### src/rtl/core/lcdseq_pkg.sv
// ----------------------------------------------------------------------------
// lcdseq_pkg
// Types, codes and the microprogram for the character LCD nibble sequencer.
// ----------------------------------------------------------------------------
package lcdseq_pkg;

	localparam int PC_W = 6;

	// request codes
	localparam logic [2:0] CMD_INIT   = 3'd0;
	localparam logic [2:0] CMD_BYTE   = 3'd1;
	localparam logic [2:0] CMD_CHAR   = 3'd2;
	localparam logic [2:0] CMD_CLEAR  = 3'd3;
	localparam logic [2:0] CMD_CURSOR = 3'd4;

	// result kinds
	localparam logic [1:0] KIND_WRITE = 2'd0;
	localparam logic [1:0] KIND_SHORT = 2'd1;
	localparam logic [1:0] KIND_LONG  = 2'd2;

	// nibble source
	localparam logic [1:0] SEL_CONST = 2'd0;
	localparam logic [1:0] SEL_OP_HI = 2'd1;
	localparam logic [1:0] SEL_OP_LO = 2'd2;

	// sequencing
	localparam logic [1:0] FLOW_NEXT = 2'd0;
	localparam logic [1:0] FLOW_END  = 2'd1;
	localparam logic [1:0] FLOW_COND = 2'd2;

	// program entry points
	localparam logic [PC_W-1:0] ENTRY_INIT = 6'd0;
	localparam logic [PC_W-1:0] ENTRY_OP   = 6'd42;
	localparam logic [PC_W-1:0] ENTRY_LONG = 6'd48;

	// expander bits
	localparam logic [7:0] LINE2_BASE = 8'h40;
	localparam logic [7:0] DDRAM_SET  = 8'h80;
	localparam logic [7:0] CLEAR_BYTE = 8'h01;

	typedef struct packed {
		logic [1:0] kind;
		logic [1:0] sel;
		logic       en;
		logic [3:0] nib;
		logic [1:0] flow;
	} uword_t;

	typedef struct packed {
		logic   run;
		logic   fin;
		uword_t uw;
	} useq_stat_t;

	function automatic uword_t mk_uw(logic [1:0] kind, logic [1:0] sel, logic en,
			logic [3:0] nib, logic [1:0] flow);
		uword_t w;
		w.kind = kind;
		w.sel  = sel;
		w.en   = en;
		w.nib  = nib;
		w.flow = flow;
		return w;
	endfunction

	// Init runs 0..41, the shared byte routine 42..47, the trailing long wait 48.
	function automatic uword_t ucode_rom(logic [PC_W-1:0] pc);
		uword_t w;
		case (pc)
			6'd0:
				w = mk_uw(KIND_LONG, SEL_CONST, 1'b0, 4'h0, FLOW_NEXT);
			6'd1, 6'd3, 6'd5, 6'd7, 6'd9, 6'd11:
				w = mk_uw(KIND_WRITE, SEL_CONST, 1'b0, 4'h3, FLOW_NEXT);
			6'd2, 6'd6, 6'd10:
				w = mk_uw(KIND_WRITE, SEL_CONST, 1'b1, 4'h3, FLOW_NEXT);
			6'd4, 6'd8, 6'd12, 6'd16:
				w = mk_uw(KIND_SHORT, SEL_CONST, 1'b0, 4'h0, FLOW_NEXT);
			6'd13, 6'd15, 6'd17, 6'd19:
				w = mk_uw(KIND_WRITE, SEL_CONST, 1'b0, 4'h2, FLOW_NEXT);
			6'd14, 6'd18:
				w = mk_uw(KIND_WRITE, SEL_CONST, 1'b1, 4'h2, FLOW_NEXT);
			6'd20, 6'd22:
				w = mk_uw(KIND_WRITE, SEL_CONST, 1'b0, 4'h8, FLOW_NEXT);
			6'd21:
				w = mk_uw(KIND_WRITE, SEL_CONST, 1'b1, 4'h8, FLOW_NEXT);
			6'd23, 6'd25, 6'd29, 6'd31, 6'd35, 6'd37:
				w = mk_uw(KIND_WRITE, SEL_CONST, 1'b0, 4'h0, FLOW_NEXT);
			6'd24, 6'd30, 6'd36:
				w = mk_uw(KIND_WRITE, SEL_CONST, 1'b1, 4'h0, FLOW_NEXT);
			6'd26, 6'd28:
				w = mk_uw(KIND_WRITE, SEL_CONST, 1'b0, 4'hC, FLOW_NEXT);
			6'd27:
				w = mk_uw(KIND_WRITE, SEL_CONST, 1'b1, 4'hC, FLOW_NEXT);
			6'd32, 6'd34:
				w = mk_uw(KIND_WRITE, SEL_CONST, 1'b0, 4'h6, FLOW_NEXT);
			6'd33:
				w = mk_uw(KIND_WRITE, SEL_CONST, 1'b1, 4'h6, FLOW_NEXT);
			6'd38, 6'd40:
				w = mk_uw(KIND_WRITE, SEL_CONST, 1'b0, 4'h1, FLOW_NEXT);
			6'd39:
				w = mk_uw(KIND_WRITE, SEL_CONST, 1'b1, 4'h1, FLOW_NEXT);
			6'd41:
				w = mk_uw(KIND_LONG, SEL_CONST, 1'b0, 4'h0, FLOW_END);
			6'd42, 6'd44:
				w = mk_uw(KIND_WRITE, SEL_OP_HI, 1'b0, 4'h0, FLOW_NEXT);
			6'd43:
				w = mk_uw(KIND_WRITE, SEL_OP_HI, 1'b1, 4'h0, FLOW_NEXT);
			6'd45:
				w = mk_uw(KIND_WRITE, SEL_OP_LO, 1'b0, 4'h0, FLOW_NEXT);
			6'd46:
				w = mk_uw(KIND_WRITE, SEL_OP_LO, 1'b1, 4'h0, FLOW_NEXT);
			6'd47:
				w = mk_uw(KIND_WRITE, SEL_OP_LO, 1'b0, 4'h0, FLOW_COND);
			6'd48:
				w = mk_uw(KIND_LONG, SEL_CONST, 1'b0, 4'h0, FLOW_END);
			default:
				w = mk_uw(KIND_LONG, SEL_CONST, 1'b0, 4'h0, FLOW_END);
		endcase
		return w;
	endfunction

endpackage

### src/rtl/core/lcdseq_useq.sv
// ----------------------------------------------------------------------------
// lcdseq_useq
// Step counter and microprogram ROM with conditional jump to the long wait.
// ----------------------------------------------------------------------------
module lcdseq_useq import lcdseq_pkg::*; (
	input  logic            clk,
	input  logic            arst_n,
	input  logic            load,
	input  logic [PC_W-1:0] entry,
	input  logic            cond,
	output useq_stat_t      stat
);

	logic [PC_W-1:0] pc_q;
	logic            run_q;
	uword_t          uw;
	logic            fin;
	logic            take_jump;

	assign uw        = ucode_rom(pc_q);
	assign take_jump = (uw.flow == FLOW_COND) && cond;
	assign fin       = run_q && ((uw.flow == FLOW_END) || ((uw.flow == FLOW_COND) && !cond));

	assign stat.run = run_q;
	assign stat.fin = fin;
	assign stat.uw  = uw;

	always_ff @(posedge clk or negedge arst_n) begin
		if (!arst_n) begin
			pc_q  <= ENTRY_INIT;
			run_q <= 1'b0;
		end else if (load) begin
			pc_q  <= entry;
			run_q <= 1'b1;
		end else if (run_q) begin
			if (fin) begin
				run_q <= 1'b0;
			end else if (take_jump) begin
				pc_q <= ENTRY_LONG;
			end else begin
				pc_q <= PC_W'(pc_q + 1'b1);
			end
		end
	end

endmodule

### src/rtl/core/char_lcd_nibble_sequencer_core.sv
// ----------------------------------------------------------------------------
// char_lcd_nibble_sequencer_core
// Turns LCD requests into expander byte words for a 4-bit HD44780 interface.
// ----------------------------------------------------------------------------
//
//  channel   direction  handshake            payload
//  request   in         start / busy         cmd, value, row, column
//  result    out        strobe (no backpressure)  kind, expander_byte, last
//
// Cycles: one result word per clock while a run is active; the step counter
// walking the microprogram ROM sets that pace. A byte request (command,
// character, set cursor) runs the byte routine, clear adds the long wait.
// The next request is taken in the cycle that issues the last step, so runs
// follow back to back. Undefined codes (5..7) are taken and produce nothing.
// Reset: arst_n clears the step counter, the run flag and the strobe.
// Stalls: none, the receiver must take every word in its strobe cycle.
//
module char_lcd_nibble_sequencer_core import lcdseq_pkg::*; (
	input  logic       clk,
	input  logic       arst_n,
	input  logic       start,
	output logic       busy,
	input  logic [2:0] cmd,
	input  logic [7:0] value,
	input  logic       row,
	input  logic [5:0] column,
	output logic       strobe,
	output logic [1:0] kind,
	output logic [7:0] expander_byte,
	output logic       last
);

	useq_stat_t      stat;
	logic            accept;
	logic            cmd_ok;
	logic            load;
	logic [PC_W-1:0] entry;
	logic [7:0]      op_byte;
	logic [6:0]      cursor_addr;

	logic [7:0]      op_q;
	logic            rs_q;
	logic            long_q;

	logic [3:0]      nib;
	logic            rs_bit;
	logic [7:0]      byte_d;

	logic            strobe_q;
	logic [1:0]      kind_q;
	logic [7:0]      byte_q;
	logic            last_q;

	// Take a new request when idle or in the final step of the current run.
	assign busy   = stat.run && !stat.fin;
	assign accept = start && !busy;
	assign cmd_ok = (cmd == CMD_INIT) || (cmd == CMD_BYTE) || (cmd == CMD_CHAR) ||
			(cmd == CMD_CLEAR) || (cmd == CMD_CURSOR);
	assign load   = accept && cmd_ok;
	assign entry  = (cmd == CMD_INIT) ? ENTRY_INIT : ENTRY_OP;

	// Line base plus column never exceeds seven bits.
	assign cursor_addr = {row, 6'd0} + {1'b0, column};

	always_comb begin
		case (cmd)
			CMD_BYTE, CMD_CHAR: op_byte = value;
			CMD_CLEAR:          op_byte = CLEAR_BYTE;
			CMD_CURSOR:         op_byte = DDRAM_SET | {1'b0, cursor_addr};
			default:            op_byte = 8'h00;
		endcase
	end

	// Latch the operand byte and flags; payload needs no reset.
	always_ff @(posedge clk) begin
		if (load) begin
			op_q   <= op_byte;
			rs_q   <= (cmd == CMD_CHAR);
			long_q <= (cmd == CMD_CLEAR);
		end
	end

	lcdseq_useq u_useq (
		.clk    (clk),
		.arst_n (arst_n),
		.load   (load),
		.entry  (entry),
		.cond   (long_q),
		.stat   (stat)
	);

	// Datapath: pick the nibble, add backlight, enable and register select.
	always_comb begin
		case (stat.uw.sel)
			SEL_OP_HI: nib = op_q[7:4];
			SEL_OP_LO: nib = op_q[3:0];
			default:   nib = stat.uw.nib;
		endcase
	end

	assign rs_bit = rs_q && (stat.uw.sel != SEL_CONST);
	assign byte_d = (stat.uw.kind == KIND_WRITE) ? {nib, 1'b1, stat.uw.en, 1'b0, rs_bit} : 8'h00;

	always_ff @(posedge clk or negedge arst_n) begin
		if (!arst_n) begin
			strobe_q <= 1'b0;
		end else begin
			strobe_q <= stat.run;
		end
	end

	// Hold the result word for its single strobe cycle.
	always_ff @(posedge clk) begin
		if (stat.run) begin
			kind_q <= stat.uw.kind;
			byte_q <= byte_d;
			last_q <= stat.fin;
		end
	end

	assign strobe        = strobe_q;
	assign kind          = kind_q;
	assign expander_byte = byte_q;
	assign last          = last_q;

`ifndef ASSERT_OFF
	a_bad_cmd_idle: assert property (@(posedge clk) disable iff (!arst_n)
		(accept && !cmd_ok) |=> !stat.run)
		else $error("undefined request started a run");

	a_run_strobes: assert property (@(posedge clk) disable iff (!arst_n)
		stat.run |=> strobe)
		else $error("active step gave no result word");

	a_wait_zero: assert property (@(posedge clk) disable iff (!arst_n)
		(strobe && kind != KIND_WRITE) |-> (expander_byte == 8'h00))
		else $error("wait word carries a byte");

	a_backlight: assert property (@(posedge clk) disable iff (!arst_n)
		(strobe && kind == KIND_WRITE) |-> expander_byte[3])
		else $error("expander write without backlight");

	a_fin_last: assert property (@(posedge clk) disable iff (!arst_n)
		stat.fin |=> (strobe && last))
		else $error("final step not marked last");
`endif

endmodule

### config.mk
export PLATFORM = sky130hd
export DESIGN_NAME = char_lcd_nibble_sequencer_core
export DESIGN_NICKNAME = d
export VERILOG_FILES = /design/src/rtl/core/lcdseq_pkg.sv /design/src/rtl/core/lcdseq_useq.sv /design/src/rtl/core/char_lcd_nibble_sequencer_core.sv
export SDC_FILE = /design/constraint.sdc
export NUM_CORES = 1
export LEC_CHECK = 0
export BUFFER_PORTS_ARGS = -buffer_cell sky130_fd_sc_hd__buf_2
export CORE_ASPECT_RATIO = 1.25
export CORE_MARGIN = 5
export CORE_UTILIZATION = 55
export DETAILED_ROUTE_END_ITERATION = 10
export PLACE_DENSITY_LB_ADDON = 0.12
export SYNTH_ARGS = -nofsm -noshare
export SYNTH_HDL_FRONTEND = slang
export SYNTH_SLANG_ARGS = --single-unit
### constraint.sdc
create_clock -name clk -period 2.7 [get_ports clk]
set_input_delay 0 -clock clk [delete_from_list [all_inputs] [get_ports clk]]
set_output_delay 0 -clock clk [all_outputs]
set_load 0.02 [all_outputs]
=== After elaboration in Yosys (flattened, before gate mapping) ===
Memory sizes are Yosys's and may differ from the RTL's.
Index checks and enable logic that the tools add are counted.

* Add/subtract/negate cells: 2
* $mul: 0
* Div/mod/pow operators: 0
* $lt $le $gt $ge: 0
* Eq/ne operators: 9
* Shifts and indexed selects: 0
* Mux-type cells: 11
* Bitwise gates (word level): 0
* Reductions and logical operators: 21

{| class="wikitable"
|+ Operators by type and width
! kind !! count
|-
| $mux 6 || 5
|-
| $pmux 8 s3 || 1
|-
| $pmux 4 s2 || 1
|-
| $add 7x6->7 || 1
|-
| $logic_and 1x1->1 || 7
|-
| $add 6x1->6 const B || 1
|-
| $eq 3x2->1 const B || 2
|-
| $logic_or 1x1->1 || 5
|-
| $eq 2x1->1 const B || 2
|-
| $eq 2x2->1 const B || 2
|-
| $mux 4 || 1
|-
| $reduce_bool 2->1 || 2
|-
| $eq 3x1->1 const B || 1
|-
| $eq 3x3->1 const B || 1
|-
| $logic_not 1->1 || 3
|-
| $logic_not 3->1 || 1
|-
| $mux 1 || 3
|-
| $logic_not 2->1 || 1
|-
| $ne 2x2->1 const B || 1
|-
| $reduce_and 2->1 || 1
|-
| $reduce_or 2->1 || 1
|}

* Register bits: 29
* Latch bits: 0
* RAM bits: 0
* ROM bits: 704
* Input bits: 21
* Output and inout bits: 13
* Logic and storage cells: 54
* Memories kept: 1

{| class="wikitable"
|+ Memories
! memory !! words !! width !! rd ports !! clocked after Yosys merged registers in !! wr ports !! RTL line !! RTL
|-
| (no name shown) || 64 || 11 || 1 || 0 || 0 || lcdseq_pkg.sv:69 || <nowiki>case (pc)</nowiki>
|}

=== Longest topological paths before layout ===
An unclocked memory read counts as a cell.

* Word-level depth: 12
* Depth in mapped cells: 11
* Mapped depth without buffers: 11

=== Modules after synthesis ===
A second synthesis with hierarchy kept.

* Cell total of the unflattened synthesis: 173
* Area, all modules: 1811.7 sq um

{| class="wikitable"
|+ By module, submodules not included
! module !! instances !! cells an instance !! area each (sq um) !! seq. area each (sq um)
|-
| char_lcd_nibble_sequencer_core || 1 || 65 || 963.4 || 625.6
|-
| lcdseq_useq || 1 || 108 || 848.3 || 175.2
|}

=== Worst setup path before layout ===
No wires, ideal clock.

* Kind: register to register
* From: register u_useq.pc_q[1]
* To: register long_q, enable pin
* Library setup time: 0.376 ns
* Arrival time: 2.101 ns
* Required time: 2.324 ns
* Setup slack: 0.222 ns
* Stages on the path, launching flop included: 7
* Path buffers: 0
* Period minus slack after synthesis: 2.478 ns
* Cell sequence: dfrtp_1 > ha_1 > ha_1 > inv_2 > nor4_4 > nor2_2 > nor2_1

* Cells in the longest elaborated chain, start to end: 10

{| class="wikitable"
|+ RTL lines
! element !! RTL line !! RTL
|-
| start, declared || lcdseq_useq.sv:14 || <nowiki>logic [PC_W-1:0] pc_q;</nowiki>
|-
| start signal, assigned || lcdseq_useq.sv:33 || <nowiki>pc_q <= entry;</nowiki>
|-
| start signal, assigned || lcdseq_useq.sv:41 || <nowiki>pc_q <= PC_W'(pc_q + 1'b1);</nowiki>
|-
| $mem_v2 64x11 (*) || - ||
|-
| $eq 2x2->1 || lcdseq_useq.sv:22 || <nowiki>assign fin = run_q && ((uw.flow == FLOW_END) || ((uw.flow == FLOW_COND) && !cond));</nowiki>
|-
| $logic_and 1x1->1 || lcdseq_useq.sv:22 ||
|-
| $logic_or 1x1->1 (*) || lcdseq_useq.sv:22 ||
|-
| $logic_and 1x1->1 (*) || lcdseq_useq.sv:22 ||
|-
| $logic_not 1->1 (*) || char_lcd_nibble_sequencer_core.sv:55 || <nowiki>assign busy = stat.run && !stat.fin;</nowiki>
|-
| $logic_and 1x1->1 (*) || char_lcd_nibble_sequencer_core.sv:55 ||
|-
| net busy || char_lcd_nibble_sequencer_core.sv:22 || <nowiki>output logic busy,</nowiki>
|-
| $logic_not 1->1 (*) || char_lcd_nibble_sequencer_core.sv:56 || <nowiki>assign accept = start && !busy;</nowiki>
|-
| $logic_and 1x1->1 (*) || char_lcd_nibble_sequencer_core.sv:56 ||
|-
| $logic_and 1x1->1 (*) || char_lcd_nibble_sequencer_core.sv:59 || <nowiki>assign load = accept && cmd_ok;</nowiki>
|-
| net load || char_lcd_nibble_sequencer_core.sv:36 || <nowiki>logic load;</nowiki>
|-
| end signal, assigned || char_lcd_nibble_sequencer_core.sv:79 || <nowiki>long_q <= (cmd == CMD_CLEAR);</nowiki>
|-
| end, declared || char_lcd_nibble_sequencer_core.sv:43 || <nowiki>logic long_q;</nowiki>
|}

The timed path passes the listed nets; every way through them passes the cells marked *.
A chain may end at the register's enable or synchronous reset.

=== Worst setup path in the final report ===
* From: register u_useq.pc_q[1]
* To: register long_q, enable pin

* Cells in the longest elaborated chain, start to end: 10

{| class="wikitable"
|+ RTL lines
! element !! RTL line
|-
| $mem_v2 64x11 (*) || -
|-
| $eq 2x2->1 || lcdseq_useq.sv:22
|-
| $logic_and 1x1->1 || lcdseq_useq.sv:22
|-
| $logic_or 1x1->1 (*) || lcdseq_useq.sv:22
|-
| $logic_and 1x1->1 (*) || lcdseq_useq.sv:22
|-
| $logic_not 1->1 (*) || char_lcd_nibble_sequencer_core.sv:55
|-
| $logic_and 1x1->1 (*) || char_lcd_nibble_sequencer_core.sv:55
|-
| $logic_not 1->1 (*) || char_lcd_nibble_sequencer_core.sv:56
|-
| $logic_and 1x1->1 (*) || char_lcd_nibble_sequencer_core.sv:56
|-
| $logic_and 1x1->1 (*) || char_lcd_nibble_sequencer_core.sv:59
|-
| net load || char_lcd_nibble_sequencer_core.sv:36
|}

Marked as above.

==> flow_summary.ini <==
[synth]
synth_edf_count = 20
synth_top_area_share_pct = 33.1
synthCells = 185
synth_ff_type = edfxtp_1
ys_ff_latch = 28
synth_seq_area_share_pct = 44.1
syn-num-nets = 216
yosysTopAreaCell = edfxtp_1
yosysUniqueCellTypes = 47
async_flop_share_pct = 28.6
syn-cell-area_mm2 = 0.00181
ys_warn_count = 0
synth_area_leaders = edfxtp_1, dfrtp_1, ha_1
syn_avg_cell_area_um2 = 9.81

[critical_path]
path_cells = ha_1 -> ha_1 -> inv_2 -> nor4_4 -> nor2_2 -> nor2_1 -> buf_4
reg2reg_from = u_useq.pc_q[1]
reg2reg_setup_slack_ps = 250
ff2ff_path_depth = 7
crit_arrival_ps = 2430
crit_type = flop to flop
crit_start = u_useq.pc_q[1]
critPathBufInv = 2
cpMaxStageDelayCell = nor4_4
crit_fanout = 10
cp.required_ps = 2690
critPathLaunchType = flop
critPathMaxStageDelay_ps = 520
timing.rr.end = long_q
crit_path_end_kind = flop
critPathCapture = long_q
path_common_cell = ha_1
cp.depth = 7
path_delay_family = simple AND/OR/NAND/NOR gates

[grt]
grt_busiest_layer = met2
grt_max_degree = 20
use_met3_pct = 3.13
grt_pass1_vias = 1492
grt_util_met1_pct = 22.4
met2_usage_pct = 34.9
grt_pass1_wl_mm = 6.58
grtUsageTotal_pct = 19.4
antenna_found_initial = 0
grt.overflow.total = 0

[place]
dpl_worst_slack_ps = 293
place_hpwl_mm = 3.13
port_buffers = 32
gp_congestion = 0.882
dp.cells = 248

[finish]
drive_above_1_share_pct = 25.0
final_cell_count_no_fill = 253
area_growth_pct = 15.0
insertedDiodeCount = 0
nets = 248
fillCellCount = 251

[flow_run]
drv_cap = 0

[floorplan]
die_w_um = 61.4
start_util_pct = 56.8
core_area_mm2 = 0.00319
die_y_um = 74.2
die-area_mm2 = 0.00455
io_pins = 34
placementRows = 23

[detailed_routing]
ant_nets = 0
first_pass_iters = 4
drtIter0Drc = 74
vias = 1546
drt-total-wl_mm = 3.99
wl_per_cell_um = 15.8
drc = 0
routed_via_density = 6.11

[pwr]
peakVddDrop_v = 0.000798
power.leakage_nw = 0.833
pwr_density_cell_mw_per_mm2 = 1120

[cts]
cts_buffers = 3
clock_latency_ps = 270
cts_num_sinks = 28
cts_tree = built
clockBufferDepth = 2
cts_max_level = 1
root_buffer = clkbuf_8
path_clk_slew_ps = 100

[sta]
holdWs_ps = 24.4
timing.final.crit_period_ps = 2450
slew_headroom_pct = 66.8
setup_ws_ps = 253
clock-skew-final_ps = 5.90
grt_setup_unrepaired = no
setup_violations = 0
drv_slew = 0
final.period_utilization_pct = 90.6
hold_viol_final = 0
fin_tns_setup_ps = 0
fmax_mhz = 409
tightest_slew_ps = 494

[min_path]
whs_path_depth = 3
hold_class = input port to flop

[outcome]
run_status = completed
## final cells by class
class	count	area [um^2]	share of cell area (%)
multi-input cells	135	920	44.1
flip-flops and latches	28	801	38.4
repair buffers	38	208	9.95
well taps	37	46.3	2.22
clock buffers	3	41.3	1.98
inverters	11	41.3	1.98
clock inverters	1	30.0	1.44
## what timing repair did
action                    in CTS  in global routing
hold endpoints to repair       8                  0
setup buffers                  0                  0
hold buffers                   1                  0
gates resized for setup        0                  0
## layout by cell type (no fill, tap or decap), types with 3 or more instances in the layout
cell type	count
nand3_1	6
clkbuf_8	3
or2_2	4
nand3b_1	3
nand2_1	14
inv_1	10
nor2_1	8
buf_4	5
a21oi_1	13
nor2b_1	3
nor3_1	4
and3b_1	3
buf_2	32
a31oi_1	4
o21ai_0	16
edfxtp_1	20
ha_1	10
dfrtp_1	8
o211ai_1	6
nand2b_1	3
a22oi_1	10
## state kept, by name (all words and copies together) (netlist names)
name	flops
long_q	1
kind	2
rs_q	1
last	1
u_useq.pc_q	6
expander_byte	7
op_q	8
u_useq.run_q	1
strobe	1
## through the flow
stage	utilization [%]	power, mW	instance area [um^2]
finish	65.3	2.35	2090
global route	65.3	2.50	2090
CTS	65.3	2.34	2090
detailed placement	62.8	2.01	2010
global placement	62.8	1.97	2010
floorplan	-	1.67	1810
## metal layers
metal / share of wire (%) / vias to the layer above
li1: - / 748
met1: 40 / 715
met2: 51 / 75
met3: 7.0 / 8
met4: 1.7 / 0
met5: 0 / -
## worst reg2reg max path, cell delays in order, from the launching register on
cell and delay, ps:
dfrtp_1 510, ha_1 280, ha_1 360, inv_2 100, nor4_4 520, nor2_2 90
nor2_1 120, buf_4 180
## synth_stat cells, drive strengths merged (6+ instances only)
cell type  instances
o21ai             18
o211ai             6
inv               11
a22oi             10
nor2               9
buf                8
nand2             14
edfxtp            20
ha                10
a21oi             13
nand3              6
dfrtp              8
## worst min path at each step
stage | from | to | slack, ps
2_1_floorplan | arst_n | strobe | -300
3_3_place_gp | arst_n | u_useq.pc_q[4] | -150
3_5_place_dp | arst_n | u_useq.pc_q[3] | -150
4_1_cts | value[3] | op_q[3] | 20
5_1_grt | value[6] | op_q[6] | 30
6_report | value[3] | op_q[3] | 20
## kinds of logic (layout without fill, tap and decap cells)
logic type	after synthesis	after routing	synth area share, %
AO/OA/AOI/OAI	60	60	21.9
XOR/XNOR	1	1	0.483
adder cells (fa/ha/maj)	10	10	6.90
buffers and inverters	22	53	5.17
flip-flops	28	28	44.1
multiplexers	2	2	1.79
other	1	1	0.207
AND/OR/NAND/NOR	61	61	19.4
## where the power goes
part / internal (mW) / leakage, nW / total (mW) / switching [mW]
Clock: 0.198 / 0.0357 / 0.329 / 0.131
Combinational: 0.469 / 0.504 / 1.23 / 0.765
Sequential: 0.663 / 0.293 / 0.782 / 0.120
Total: 1.33 / 0.833 / 2.35 / 1.01
Note: power is estimated with default switching activity, not from simulation.
